[src/rtl/wsd_pkg.sv]
package wsd_pkg;

  typedef enum logic [2:0] {
    PH_HDR0 = 3'd0,
    PH_HDR1 = 3'd1,
    PH_EXT  = 3'd2,
    PH_KEY  = 3'd3,
    PH_DATA = 3'd4
  } phase_e;

  localparam logic [6:0] LEN_EXT16 = 7'd126;
  localparam logic [6:0] LEN_EXT64 = 7'd127;

  localparam logic [3:0] EXT16_BYTES = 4'd2;
  localparam logic [3:0] EXT64_BYTES = 4'd8;

  typedef struct packed {
    logic       valid;
    logic [7:0] data;
    logic       last;
    logic       empty;
  } res_t;

endpackage

[src/rtl/websocket_frame_deframer.sv]
// WebSocket frame deframer, receive side.
// Input channel: stream_valid_i / stream_ready_o / stream_byte_i carries the
// raw frame stream, one byte per request. Header bytes, extended length
// (16 or 64 bit, big-endian) and the optional mask key are absorbed.
// Output channel: result_valid_o / result_ready_i with payload_byte_o,
// frame_last_o, frame_empty_o. Each payload byte leaves unmasked; the last
// byte of a frame has frame_last_o set. A zero-length frame yields a single
// request with frame_empty_o and frame_last_o set and payload_byte_o zero.
// Path: an accepted byte sits in the input register, is parsed combinationally
// once the result register can take its output, and its result is captured
// in the result register, which drives the outputs.
// Throughput: one byte per cycle unless the output stalls, fixed by the single
// input register feeding the parser and the single result register.
// Reset: parser returns to waiting for the first header byte; both register
// stages empty.
// Stall: while a result waits unaccepted, the input register holds one more
// byte; stream_ready_o drops once that register is also full.
module websocket_frame_deframer (
  input  logic       clk_i,
  input  logic       rst_ni,
  input  logic       stream_valid_i,
  output logic       stream_ready_o,
  input  logic [7:0] stream_byte_i,
  output logic       result_valid_o,
  input  logic       result_ready_i,
  output logic [7:0] payload_byte_o,
  output logic       frame_last_o,
  output logic       frame_empty_o
);
  import wsd_pkg::*;

  logic       in_valid_q;
  logic [7:0] in_byte_q;
  logic       advance;
  logic       fire;
  res_t       res;

  // parser consumes the held byte whenever the result slot can take its output
  assign fire           = in_valid_q && advance;
  assign stream_ready_o = !in_valid_q || advance;

  always_ff @(posedge clk_i or negedge rst_ni) begin
    if (!rst_ni) begin
      in_valid_q <= 1'b0;
    end else if (stream_ready_o) begin
      in_valid_q <= stream_valid_i;
    end
  end

  always_ff @(posedge clk_i) begin
    if (stream_ready_o && stream_valid_i) begin
      in_byte_q <= stream_byte_i;
    end
  end

  wsd_parser u_parser (
    .clk_i  (clk_i),
    .rst_ni (rst_ni),
    .fire_i (fire),
    .byte_i (in_byte_q),
    .res_o  (res)
  );

  wsd_result_reg u_result (
    .clk_i     (clk_i),
    .rst_ni    (rst_ni),
    .res_i     (res),
    .ready_i   (result_ready_i),
    .advance_o (advance),
    .valid_o   (result_valid_o),
    .data_o    (payload_byte_o),
    .last_o    (frame_last_o),
    .empty_o   (frame_empty_o)
  );

endmodule

[src/rtl/wsd_parser.sv]
module wsd_parser (
  input  logic          clk_i,
  input  logic          rst_ni,
  input  logic          fire_i,
  input  logic [7:0]    byte_i,
  output wsd_pkg::res_t res_o
);
  import wsd_pkg::*;

  phase_e      phase_q, phase_d;
  logic [3:0]  ext_q, ext_d;
  logic [63:0] rem_q, rem_d;
  logic [31:0] key_q, key_d;
  logic        mask_q, mask_d;
  logic [1:0]  kidx_q, kidx_d;

  logic        len_done, len_mask, hdr_done;
  logic [63:0] hdr_rem, rem_new;
  logic [3:0]  ext_new;
  logic [1:0]  kidx_inc;
  logic [7:0]  key_byte;
  res_t        res;

  always_ff @(posedge clk_i or negedge rst_ni) begin
    if (!rst_ni) begin
      phase_q <= PH_HDR0;
      ext_q   <= '0;
      rem_q   <= '0;
      key_q   <= '0;
      mask_q  <= 1'b0;
      kidx_q  <= '0;
    end else if (fire_i) begin
      phase_q <= phase_d;
      ext_q   <= ext_d;
      rem_q   <= rem_d;
      key_q   <= key_d;
      mask_q  <= mask_d;
      kidx_q  <= kidx_d;
    end
  end

  always_comb begin
    phase_d  = phase_q;
    ext_d    = ext_q;
    rem_d    = rem_q;
    key_d    = key_q;
    mask_d   = mask_q;
    kidx_d   = kidx_q;
    len_done = 1'b0;
    len_mask = mask_q;
    hdr_done = 1'b0;
    hdr_rem  = rem_q;
    rem_new  = {rem_q[55:0], byte_i};
    ext_new  = (ext_q != 4'd0) ? ext_q - 4'd1 : 4'd0;
    kidx_inc = kidx_q + 2'd1;
    key_byte = 8'h00;
    res      = '0;

    case (phase_q)
      PH_HDR1: begin
        mask_d   = byte_i[7];
        len_mask = byte_i[7];
        rem_d    = '0;
        if (byte_i[6:0] == LEN_EXT16) begin
          ext_d   = EXT16_BYTES;
          phase_d = PH_EXT;
        end else if (byte_i[6:0] == LEN_EXT64) begin
          ext_d   = EXT64_BYTES;
          phase_d = PH_EXT;
        end else begin
          rem_d    = 64'(byte_i[6:0]);
          len_done = 1'b1;
        end
      end
      PH_EXT: begin
        rem_d = rem_new;
        ext_d = ext_new;
        if (ext_new == 4'd0) begin
          len_done = 1'b1;
        end
      end
      PH_KEY: begin
        key_d  = {key_q[23:0], byte_i};
        kidx_d = kidx_inc;
        if (kidx_inc == 2'd0) begin
          hdr_done = 1'b1;
          hdr_rem  = rem_q;
        end
      end
      PH_DATA: begin
        if (mask_q) begin
          case (kidx_q)
            2'd0:    key_byte = key_q[31:24];
            2'd1:    key_byte = key_q[23:16];
            2'd2:    key_byte = key_q[15:8];
            default: key_byte = key_q[7:0];
          endcase
        end
        kidx_d    = kidx_inc;
        rem_d     = rem_q - 64'd1;
        res.valid = 1'b1;
        res.data  = byte_i ^ key_byte;
        if (rem_q == 64'd1) begin
          res.last = 1'b1;
          phase_d  = PH_HDR0;
          kidx_d   = '0;
        end
      end
      default: begin
        // first header byte: FIN, RSV, opcode dropped
        phase_d = PH_HDR1;
      end
    endcase

    if (len_done) begin
      key_d = '0;
      if (len_mask) begin
        phase_d = PH_KEY;
        kidx_d  = '0;
      end else begin
        hdr_done = 1'b1;
        hdr_rem  = rem_d;
      end
    end

    if (hdr_done) begin
      kidx_d = '0;
      if (hdr_rem == 64'd0) begin
        phase_d   = PH_HDR0;
        res.valid = 1'b1;
        res.data  = 8'h00;
        res.last  = 1'b1;
        res.empty = 1'b1;
      end else begin
        phase_d = PH_DATA;
      end
    end

    res_o       = res;
    res_o.valid = res.valid & fire_i;
  end

endmodule

[src/rtl/wsd_result_reg.sv]
module wsd_result_reg (
  input  logic          clk_i,
  input  logic          rst_ni,
  input  wsd_pkg::res_t res_i,
  input  logic          ready_i,
  output logic          advance_o,
  output logic          valid_o,
  output logic [7:0]    data_o,
  output logic          last_o,
  output logic          empty_o
);
  import wsd_pkg::*;

  logic       valid_q;
  logic [7:0] data_q;
  logic       last_q, empty_q;

  // slot may be refilled when empty or being drained this cycle
  assign advance_o = !valid_q || ready_i;

  always_ff @(posedge clk_i or negedge rst_ni) begin
    if (!rst_ni) begin
      valid_q <= 1'b0;
    end else if (advance_o) begin
      valid_q <= res_i.valid;
    end
  end

  always_ff @(posedge clk_i) begin
    if (advance_o && res_i.valid) begin
      data_q  <= res_i.data;
      last_q  <= res_i.last;
      empty_q <= res_i.empty;
    end
  end

  assign valid_o = valid_q;
  assign data_o  = data_q;
  assign last_o  = last_q;
  assign empty_o = empty_q;

endmodule

[config.mk]
export PLATFORM = sky130hd
export DESIGN_NAME = websocket_frame_deframer
export DESIGN_NICKNAME = d
export VERILOG_FILES = /design/src/rtl/wsd_pkg.sv /design/src/rtl/websocket_frame_deframer.sv /design/src/rtl/wsd_parser.sv /design/src/rtl/wsd_result_reg.sv
export SDC_FILE = /design/constraint.sdc
export NUM_CORES = 1
export LEC_CHECK = 0
export BUFFER_PORTS_ARGS = -buffer_cell sky130_fd_sc_hd__clkbuf_2
export CORE_MARGIN = 2
export CORE_UTILIZATION = 35
export DETAILED_ROUTE_END_ITERATION = 6
export PLACE_DENSITY = 0.53
export SETUP_SLACK_MARGIN = 0.3
export SYNTH_ARGS = -nofsm -noshare
export SYNTH_HDL_FRONTEND = slang
export SYNTH_HIERARCHICAL = 1
export SYNTH_SLANG_ARGS = --single-unit
export TNS_END_PERCENT = 20
[constraint.sdc]
create_clock -name clk_i -period 4.8 [get_ports clk_i]
set_input_delay 0.48 -clock clk_i [delete_from_list [all_inputs] [get_ports clk_i]]
set_output_delay 0.48 -clock clk_i [all_outputs]
set_load 0.05 [all_outputs]
# == Yosys cells after proc, flatten, opt, wreduce, memory -nomap -nowiden ==
# Index checks and enable logic that the tools add are counted.
# op_classes
add_sub_neg,3
n_reduce_logical,17
eq_ne,10
muxes,40
bitwise,2
# op_table
op,n
$mux 64,3
$pmux 64 s3,1
$eq 64x1->1 const B,1
$logic_not 64->1,1
$mux 32,2
$sub 64x1->64 const B,1
$pmux 8 s3,1
$mux 11,2
$mux 3,7
$mux 8,2
$eq 7x7->1 const B,2
$mux 4,3
$mux 10,1
$mux 1,9
$pmux 3 s3,1
$mux 2,4
$pmux 4 s2,1
$xor 8x8->8,1
$mux 7,1
$eq 3x2->1 const B,2
$logic_not 2->1,2
$logic_not 4->1,1
$pmux 2 s2,1
$reduce_bool 2->1,2
other kinds (16),20
# word_totals
reg_bits,126
output_inout_bits,12

# == Logic depth before layout (Yosys ltp) ==
# Gate-level depths: netlist (run 1).
# logic_depth
depth_word,11
depth_mapped,14
ltp_nobuf,12

# == Cells and area by module ==
# Netlist (run 1), hierarchy kept.
# by_module_without_submodules
module,seq_area_each_um2,area_per_inst_um2,n_inst,cells_each
wsd_parser,2652.5,8456.9,1,1117
wsd_result_reg,325.3,354.1,1,14
websocket_frame_deframer,265.3,300.3,1,13

# == Worst setup path before layout (run 1) ==
# No wires, ideal clock.
# synth_path
kind,register to register
start,reg u_parser.rem_q[0]
end,reg u_result.data_q[0] (netlist: u_result/data_o[0]) (enable)
path_stages_with_launch,14
t_required_ns,4.497
slack_ns,0.867
setup_ns,0.303
t_arrival_ns,3.630
cell_sequence,dfrtp_1 inv_1 ha_1 buf_2 nor4bb_1 nand3_1 nor4_2 a31o_2 o21ai_1 or4_1 or2_0 o31a_1 o32ai_1 and2_4
# synth_rtl
item,line_no,text
"start, declared",wsd_parser.sv:12,"logic [63:0] rem_q, rem_d;"
"start signal, assigned",wsd_parser.sv:35,rem_q <= rem_d;
"end signal, assigned",wsd_result_reg.sv:31,data_q <= res_i.data;
"end, declared",wsd_result_reg.sv:15,logic [7:0] data_q;

==> out/summary.txt, run 1 <==
Worst-Margin Slew -> 1.10 ns
Synth top area cells -> dfrtp_1 30%, nand2_1 7.5%, o21ai_0 6.0%
Fill cell count -> 2687
Final net count -> 1149
Register bit count reported by yosys -> 126
Compound-Gate Fraction of Synth Area -> 24.1%
Most used DFF post-synth -> dfrtp_1
CTS H-tree lvls -> 4
Slew Limit Fails -> 0
Total wire length -> 33.9 mm
Initial DRC Count -> 1055
Sequential element share of the synthesized area -> 35.6%
Core area -> 25800 sq um
Largest net degree at the start of global routing -> 65
Sequential standard cell area -> 3240 sq um
Final Power -> 7300 uW
Post-synthesis mux area share -> 3.08%
Highest clock rate -> 226 MHz
Clock share of power -> 18.3%
Minimum clock period -> 4.42 ns
Num rows -> 59
CP endpoint kind -> flop
CTS tree -> yes
WL per Instance -> 22.9 um
Die H -> 165 um
Worst-case reg-to-reg path depth -> 12
Crit path launch type -> flop
ANT nets after route -> 0
Mapped Cells -> 1144
RSZ-0062 raised after global routing -> false
Largest family of logic cells by synthesized area -> simple AND/OR/NAND/NOR gates
Synth top area share -> 29.7%
# diodes -> 0
Cell taking the most area after synthesis -> dfrtp_1
# IOs -> 24
Async SR Flop Fraction -> 85.7%
Hold_ws -> 0.0704 ns
MaxCap Viol Count -> 0
Hold Fails Final Rpt -> 0
Root buf cell -> clkbuf_16
CP required -> 4.94 ns
Longest Clk Path Bufs -> 2
Crit path DAT -> 4.56 ns
Met1 usage -> 37.0%
Synth-to-layout area growth -> 12.9%
P_sw -> 3780 uW
Final GP Congestion -> 0.975
DP Wirelength -> 23.5 mm
Post-synthesis instance area -> 9110 sq um
Worst-path cell chain -> inv_1, ha_4, or4b_4, nor4_4, a31oi_1, a221oi_2, or4b_1, or3_1, a222oi_1, nand3_1, o32ai_4, and2_4
Fraction of layout cells with a size suffix above 1 -> 14.2%
Hold WC Path Type -> input pin to async pin
Simple-Gate Fraction of Synth Area -> 29.1%
GR Layer Usage met2 -> 37.7%
PwrDens -> 709 nW/um^2
Synth warn -> 6
Status -> complete, no violations
Clk Latency, worst-skew pair -> 0.43 ns
Starting Density -> 35.3%
Final setup violation count -> 0
Vias -> 9449
Pre-antenna DRT Iters -> 6
Area of the multi-input gates -> 5430 sq um
Combinational share of power -> 51.7%
Adder-Cell Fraction of Synth Area -> 1.18%
GRT Residual Overflow -> 0
Synth unique cells -> 84
Clock Sinks -> 126
Vias per inst -> 6.39
Internal power -> 3510 uW
Crit Path Category -> flop to flop
Max rail drop VDD -> 0.000258 V
Final period util -> 92.1%
Total track usage -> 25.4%
Delay-heaviest family, CP -> simple AND/OR/NAND/NOR gates
Sequential share of power -> 30.0%
Clk_skew -> 0.0149 ns
Relative slew margins -> 25.9%
Post-Synth XOR/XNOR Area -> 1.15%
IO Port Bufs -> 23
WP buf/inv -> 1
Worst reg2reg path endpoint -> u_result/empty_o$_DFFE_PP_
Initial antenna violation count -> 0
Top Usage Layer GRT -> met2
DRC violations left -> 0
Vias in the first global route -> 8749
Crit Reg-Reg Startpoint -> u_parser/rem_q[0]$_DFFE_PN0P_
Synth Area per Inst -> 7.96 sq um
Leakage -> 0.00396 uW
Met3 Use GR -> 4.22%
CTS clk-pin slew, worst paths -> 0.07 ns
Global-route wire length before repair -> 52.6 mm
Slowest cell on the critical path -> or4b_4
Die Area -> 27300 sq um
Die width -> 165 um
Worst reg-to-reg setup slack -> 0.38 ns
Sw Share -> 51.8%
CP max stage delay -> 0.51 ns
CP Max Fanout -> 9
Setup_tns -> 0 ns
Number of CTS-inserted buffers -> 17
Post-synth EDFFs -> 18
Syn Nets -> 1163
how the worst max path moves through the flow:
stage          slack (ns)                          start  depth (start not counted)                           end
2_1_floorplan        0.87  u_parser/rem_q[0]$_DFFE_PN0P_                         13  u_result/data_o[0]$_DFFE_PP_
3_3_place_gp         0.27  u_parser/rem_q[0]$_DFFE_PN0P_                         12  u_result/data_o[2]$_DFFE_PP_
3_5_place_dp         0.19  u_parser/rem_q[0]$_DFFE_PN0P_                         12  u_result/data_o[6]$_DFFE_PP_
4_1_cts              0.30  u_parser/rem_q[1]$_DFFE_PN0P_                         12    u_result/empty_o$_DFFE_PP_
5_1_grt              0.28  u_parser/rem_q[0]$_DFFE_PN0P_                         12    u_result/empty_o$_DFFE_PP_
6_report             0.38  u_parser/rem_q[0]$_DFFE_PN0P_                         12    u_result/empty_o$_DFFE_PP_
cells in the mapped netlist, types with 14 or more instances:
cell type and instances:
a22oi_1 14, a22o_1 18, nor2_1 86, clkbuf_1 82, o21ai_0 110, a31oi_1 15
dfrtp_1 108, or3_1 14, nand3_1 27, or4_1 19, edfxtp_1 18, nand4_1 25
a21oi_1 57, inv_1 22, nand2_1 183, nor4_1 26, nor3_1 50, mux2_2 16
stage by stage:
step                      area (sq um)  worst slack (ns)  utilization [%]  instances
after global routing             10300             0.285             39.8       1478
after detailed placement          9570             0.195             37.0       1440
after floorplan                   9110             0.867                -       1144
after CTS                        10200             0.301             39.4       1473
after global placement            9570             0.272             37.0       1440
final                            10300             0.379             39.8       1478
placed cells by master, fill, tap and decap left out, drive strengths merged, types with 15 or more instances in the layout:
| cell type | instances |
|---|---|
| nor4 | 34 |
| nand3 | 27 |
| or4 | 20 |
| mux2 | 16 |
| edfxtp | 18 |
| nor2 | 86 |
| nor3 | 54 |
| o21ai | 112 |
| a22o | 18 |
| a21oi | 57 |
| clkbuf | 39 |
| inv | 31 |
| dfrtp | 108 |
| buf | 49 |
| nand2 | 183 |
| a31oi | 15 |
| nand4 | 26 |
worst register-to-register path, cell delays in order, from the launching register on:
cell and delay (ns):
dfrtp_1 0.45, inv_1 0.18, ha_4 0.22, or4b_4 0.51, nor4_4 0.31, a31oi_1 0.15, a221oi_2 0.21, or4b_1 0.45
or3_1 0.46, a222oi_1 0.37, nand3_1 0.24, o32ai_4 0.37, and2_4 0.23
repair_timing:
item / CTS / global route
pin swaps: 1 / 5
setup buffers: 1 / 4
hold buffers: 0 / 0
gates resized for setup: 0 / 12
endpoints found under the setup margin: 10 / 10
cloned: 0 / 1
routing by layer:
metal / share of wire (%) / wire length, um
met5: 0 / 0
met1: 44 / 15000
met4: 2.6 / 879
met3: 9.0 / 3060
met2: 44 / 15000
logic make-up after synthesis:
logic type | after synthesis
AND/OR/NAND/NOR | 510
AO/OA/AOI/OAI | 332
buffers and inverters | 129
flip-flops | 126
multiplexers | 26
XOR/XNOR | 12
adder cells (fa/ha/maj) | 9
power by group through the flow:
stage	clock (uW)	sequential (uW)	combinational [uW]
after global placement	0	2150	3630
after floorplan	0	1760	2780
after CTS	1370	2140	3640
after global routing	1410	2240	4100
after detailed placement	0	2160	3620
final	1340	2190	3770
sequential cells by signal, summed over array words and instances (netlist names), 2 cells and up:
register,flops
u_parser/phase_q,3
u_parser/rem_q,64
u_parser/ext_q,4
u_parser/kidx_q,2
u_result/data_o,8
in_byte_q,8
u_parser/key_q,32
cell type report:
type / instances / area share, %
multi-input combinational: 890 / 52.8
sequential: 126 / 31.5
timing repair buffer: 71 / 4.77
clock buffer: 17 / 4.14
tap: 335 / 4.07
clock inverter: 15 / 1.82
inverter: 24 / 0.876
Note: power is estimated with default switching activity, not from simulation.
==> run 2, diff against run 1 <==
CORE_ASPECT_RATIO = 0.8   (was default)
==> run 2 against run 1 <==
Sequential cell count unchanged. Maximum frequency up 0.82%. Hold slack improved by 0.14 ns. Die area about the same. Global-route usage is 0.47 points higher. Routed wire length increased by 2.4%. Final cell count is 1.9% higher. Critical path type unchanged. Highest routed layer unchanged.
==> out/summary.txt, run 2 (synthesis gave the netlist of run 1 again) <==
Clock share of power -> 17.6%
IO Port Bufs -> 23
Starting Density -> 35.8%
CP Max Fanout -> 9
GRT Residual Overflow -> 0
MaxCap Viol Count -> 0
Clock Sinks -> 126
Internal power -> 3540 uW
Largest register FFs -> 64
Clk Latency, worst-skew pair -> 0.44 ns
Hold WC Path Type -> input pin to flop
DP Wirelength -> 24.0 mm
Hold Fails Final Rpt -> 0
Clk_skew -> 0.0131 ns
Pre-antenna DRT Iters -> 7
Combinational share of power -> 53.1%
Slew Limit Fails -> 0
Final GP Congestion -> 0.992
Fill cell count -> 2637
Crit Path Category -> flop to flop
Total wire length -> 34.7 mm
Die H -> 148 um
Crit path DAT -> 4.54 ns
Leakage -> 0.00399 uW
Sequential standard cell area -> 3240 sq um
Setup_tns -> 0 ns
Initial DRC Count -> 1313
Most common cell after layout, fill and taps aside -> nand2_1
Top reg by flops -> u_parser/rem_q
Final Power -> 7330 uW
Total track usage -> 25.8%
Longest Clk Path Bufs -> 2
ANT nets after route -> 0
Core area -> 25400 sq um
CTS H-tree lvls -> 4
Root buf cell -> clkbuf_16
Highest clock rate -> 228 MHz
Relative slew margins -> 25.9%
Worst-Margin Slew -> 1.11 ns
DRC violations left -> 0
Final period util -> 91.4%
Vias -> 9487
PwrDens -> 711 nW/um^2
Largest registers -> u_parser/rem_q (64), u_parser/key_q (32)
Largest net degree at the start of global routing -> 65
Num rows -> 52
Max rail drop VDD -> 0.000365 V
Fraction of layout cells with a size suffix above 1 -> 14.8%
Dpl cell area -> 9660 sq um
Minimum clock period -> 4.39 ns
CTS clk-pin slew, worst paths -> 0.07 ns
Die Area -> 27300 sq um
CTS tree -> yes
Vias per inst -> 6.30
RSZ-0062 raised after global routing -> false
WL per Instance -> 23.0 um
Final net count -> 1161
Synth-to-layout area growth -> 13.2%
CP endpoint kind -> flop
Vias in the first global route -> 8503
Cells after DPL -> 1467
Hold_ws -> 0.208 ns
Final Non-Filler Cells -> 1506
Sequential share of power -> 29.3%
CP required -> 4.95 ns
Final setup violation count -> 0
Crit path launch type -> flop
Status -> complete, no violations
Area of the multi-input gates -> 5400 sq um
Initial antenna violation count -> 0
Worst reg-to-reg setup slack -> 0.41 ns
Global-route wire length before repair -> 53.5 mm
# diodes -> 0
Most frequent cells in the layout -> 182 x nand2_1, 110 x o21ai_0, 107 x dfrtp_1, 86 x nor2_1, 60 x buf_4
Number of CTS-inserted buffers -> 17
P_sw -> 3790 uW
Die width -> 184 um
Sw Share -> 51.7%
# IOs -> 24
Design area -> 10300 sq um
-- run 2: cell count changes in the layout (fill, tap and decap cells not counted), moves of 2 or more --
cell / change
buf_4: +12
clkinv_2: +2
clkinv_8: -6
inv_6: +3
inv_8: -4
nor3_2: +2
nor3_4: -2
-- run 2: worst paths after layout --
check / from / to / cells past startpoint
min in group asynchronous: rst_ni / u_parser/key_q[6]$_DFFE_PN0P_ / 2
max: u_parser/rem_q[0]$_DFFE_PN0P_ / u_result/data_o[1]$_DFFE_PP_ / 13
max reg2reg: u_parser/rem_q[0]$_DFFE_PN0P_ / u_result/data_o[1]$_DFFE_PP_ / 13
min reg2reg: u_parser/key_q[24]$_DFFE_PN0P_ / u_parser/key_q[24]$_DFFE_PN0P_ / 2
min: stream_byte_i[5] / in_byte_q[5]$_DFFE_PP_ / 1
max in group asynchronous: rst_ni / u_parser/phase_q[1]$_DFFE_PN0P_ / 3
-- run 2: layout make-up --
cell class,instances,share of cell area (%)
clock buffers,20,4.54
well taps,351,4.26
flip-flops and latches,126,31.5
inverters,24,0.874
repair buffers,83,5.53
multi-input cells,890,52.4
clock inverters,12,0.934
-- run 2: critical path, stage by stage, from the launching register on --
cell and delay [ns]:
dfrtp_1 0.46, inv_2 0.14, ha_4 0.19, or4b_1 0.53, nor4_4 0.30, buf_4 0.17, nand4_1 0.20, or4_1 0.54
o311a_1 0.15, nor4_1 0.42, a21oi_1 0.19, nand2b_1 0.23, o32ai_4 0.33, and2_4 0.25
-- run 2: power groups by stage --
| stage | combinational, uW | clock (uW) | sequential (uW) |
|---|---|---|---|
| 3_3_place_gp | 3760 | 0 | 2120 |
| 5_1_grt | 4220 | 1370 | 2190 |
| 4_1_cts | 3750 | 1320 | 2110 |
| 2_1_floorplan | 2780 | 0 | 1760 |
| 6_report | 3890 | 1290 | 2150 |
| 3_5_place_dp | 3730 | 0 | 2120 |
-- run 2: layer usage --
metal | vias to the layer above | track usage, % | wire length, um
li1 | 4292 | - | -
met1 | 4529 | 40.0 | 16300
met2 | 599 | 33.7 | 13700
met3 | 67 | 6.90 | 3850
met4 | 0 | 8.72 | 895
met5 | - | 0 | 0
-- run 2: what timing repair did --
item	4_1_cts	5_1_grt
endpoints found under the setup margin	10	10
cloned	0	1
pin swaps	1	5
endpoints found under the hold margin	11	0
hold buffers	1	0
resized for setup	1	6
buffers inserted	1	4
-- run 2: through the flow --
stage	utilization (%)	worst slack, ns
after floorplan	-	0.867
after global placement	38.0	0.412
after detailed placement	38.0	0.262
after CTS	40.3	0.358
after global routing	40.5	0.296
final	40.5	0.415
==> run 3, diff against run 2 <==
CORE_MARGIN = 8   (was 2)
clock period = 4.7 ns   (was 4.8 ns; I/O delays follow)
==> run 3 against run 2 <==
The flow now finishes with violations (DRC). Global-route usage is 4.0 points lower. Cell area is 1.4% higher. Die area is 15% higher. Critical path type unchanged. Clock power hardly changed. Highest routed layer unchanged. Core utilization is 0.58 points higher. Setup slack worse by 0.079 ns. Clock skew is 0.0026 ns higher. Register-to-register slack worse by 0.08 ns. Hold slack worse by 0.00098 ns. Final cell count is 0.46% higher. Power is 3.4% higher. Via count is 0.14% lower.
==> out/summary.txt, run 3 (synthesis gave the netlist of run 1 again) <==
Num rows -> 52
Final period util -> 92.9%
CP max stage delay -> 0.58 ns
Top reg by flops -> u_parser/rem_q
Fill cell count -> 2569
Relative slew margins -> 29.1%
Fraction of layout cells with a size suffix above 1 -> 16.0%
Final setup violation count -> 0
Leakage -> 0.00406 uW
Total wire length -> 35.0 mm
Initial antenna violation count -> 0
Status -> complete, but fails checks
Number of CTS-inserted buffers -> 17
Most common cell after layout, fill and taps aside -> nand2_1
Pre-antenna DRT Iters -> 7
CTS clk-pin slew, worst paths -> 0.07 ns
Highest clock rate -> 229 MHz
ANT nets after route -> 0
DP Worst Slack -> 0.188 ns
Hold Fails Final Rpt -> 0
Clock share of power -> 17.1%
Sequential standard cell area -> 3250 sq um
Clock Sinks -> 126
DP Wirelength -> 25.0 mm
Most frequent cells in the layout -> 181 x nand2_1, 109 x o21ai_0, 106 x dfrtp_1, 84 x nor2_1, 66 x buf_4
Final net count -> 1168
Hold_ws -> 0.207 ns
Worst-path cell chain -> buf_4, inv_1, nor4b_1, o21ai_1, or4b_1, or3_4, a222oi_1, nand3_1, o32ai_4, and2_4
Minimum clock period -> 4.36 ns
DRC violations left -> 1
Crit Path Category -> flop to flop
Sequential share of power -> 29.9%
Max rail drop VDD -> 0.000340 V
Synth-to-layout area growth -> 14.8%
Largest register FFs -> 64
Core area -> 25400 sq um
Die H -> 160 um
Sw Share -> 51.2%
CTS tree -> yes
CP endpoint kind -> flop
Longest Clk Path Bufs -> 2
Slowest cell on the critical path -> dfrtp_4
Root buf cell -> clkbuf_16
Failing checks -> DRC
P_sw -> 3880 uW
CP Max Fanout -> 18
IO Port Bufs -> 23
Largest registers -> u_parser/rem_q (64), u_parser/key_q (32)
Vias in the first global route -> 8800
Area of the multi-input gates -> 5480 sq um
# IOs -> 24
Combinational share of power -> 53.0%
Crit path launch type -> flop
Clk_skew -> 0.0157 ns
Worst-Margin Slew -> 1.06 ns
MaxCap Viol Count -> 0
Clk Latency, worst-skew pair -> 0.44 ns
Final WS setup -> 0.336 ns
Die width -> 196 um
Starting Density -> 35.8%
Slew Limit Fails -> 0
Internal power -> 3700 uW
RSZ-0062 raised after global routing -> false
CTS H-tree lvls -> 4
Global-route wire length before repair -> 54.1 mm
# diodes -> 0
GRT Residual Overflow -> 0
CP required -> 4.84 ns
Largest net degree at the start of global routing -> 65
Total track usage -> 21.9%
Vias per inst -> 6.26
Final GP Congestion -> 0.958
Crit path DAT -> 4.51 ns
Vias -> 9474
WL per Instance -> 23.2 um
Initial DRC Count -> 1117
Die Area -> 31500 sq um
PwrDens -> 725 nW/um^2
Setup_tns -> 0 ns
Hold WC Path Type -> input pin to flop
==> run 3: per-stage QoR <==
stage | total power (uW) | instances | utilization, % | instance area (sq um)
after floorplan | 4630 | 1144 | - | 9110
after global placement | 6050 | 1475 | 38.3 | 9730
after detailed placement | 6040 | 1475 | 38.3 | 9730
after CTS | 7370 | 1510 | 40.6 | 10300
after global routing | 8000 | 1513 | 41.1 | 10500
final | 7580 | 1513 | 41.1 | 10500
==> run 3: critical path, delay by kind of cell, from the launching register on <==
| kind | cells | cell delay, ns |
|---|---|---|
| DFF | 1 | 0.58 |
| and+or+nand+nor | 5 | 1.98 |
| buffers and inverters | 2 | 0.47 |
| AOI/OAI and AO/OA | 3 | 1.03 |
==> run 3: final cells by class <==
class                   instances  area share [%]
clock inverters                14            1.28
multi-input cells             890            52.4
flip-flops and latches        126            31.1
clock buffers                  18            4.10
repair buffers                 90            6.08
well taps                     351            4.20
inverters                      24           0.861
==> run 3: final timing paths <==
check | slack, ns | startpoint | cells after the start | end
max in group asynchronous | 3.25 | rst_ni | 3 | u_parser/rem_q[35]$_DFFE_PN0P_
min in group asynchronous | 0.53 | rst_ni | 2 | u_parser/key_q[14]$_DFFE_PN0P_
hold reg to reg | 0.49 | u_parser/key_q[31]$_DFFE_PN0P_ | 2 | u_parser/key_q[31]$_DFFE_PN0P_
setup reg to reg | 0.34 | u_parser/phase_q[1]$_DFFE_PN0P_ | 10 | u_result/data_o[2]$_DFFE_PP_
hold / removal | 0.21 | stream_byte_i[3] | 1 | in_byte_q[3]$_DFFE_PP_
setup / recovery | 0.34 | u_parser/phase_q[1]$_DFFE_PN0P_ | 10 | u_result/data_o[2]$_DFFE_PP_
==> run 3: per-layer routing <==
layer | routed length, um | part of all wire (%) | track usage (%) | up-vias
met5 | 0 | 0 | 0 | -
met3 | 3680 | 10 | 5.03 | 77
met2 | 14400 | 41 | 30.0 | 581
met4 | 860 | 2.5 | 7.53 | 0
li1 | - | - | - | 4296
met1 | 16100 | 46 | 32.6 | 4520
==> run 3: what timing repair did <==
item,CTS,global route
endpoints found under the setup margin,10,11
gates cloned,0,1
hold buffers,1,0
pin swaps,1,8
buffers inserted,2,2
resized for setup,1,23
hold endpoints to repair,8,0
==> run 3: power by group through the flow <==
stage / clock network, uW / registers, uW / logic [uW]
6_report: 1300 / 2260 / 4020
5_1_grt: 1370 / 2310 / 4310
3_3_place_gp: 0 / 2220 / 3830
4_1_cts: 1330 / 2200 / 3840
2_1_floorplan: 0 / 1800 / 2840
3_5_place_dp: 0 / 2220 / 3820
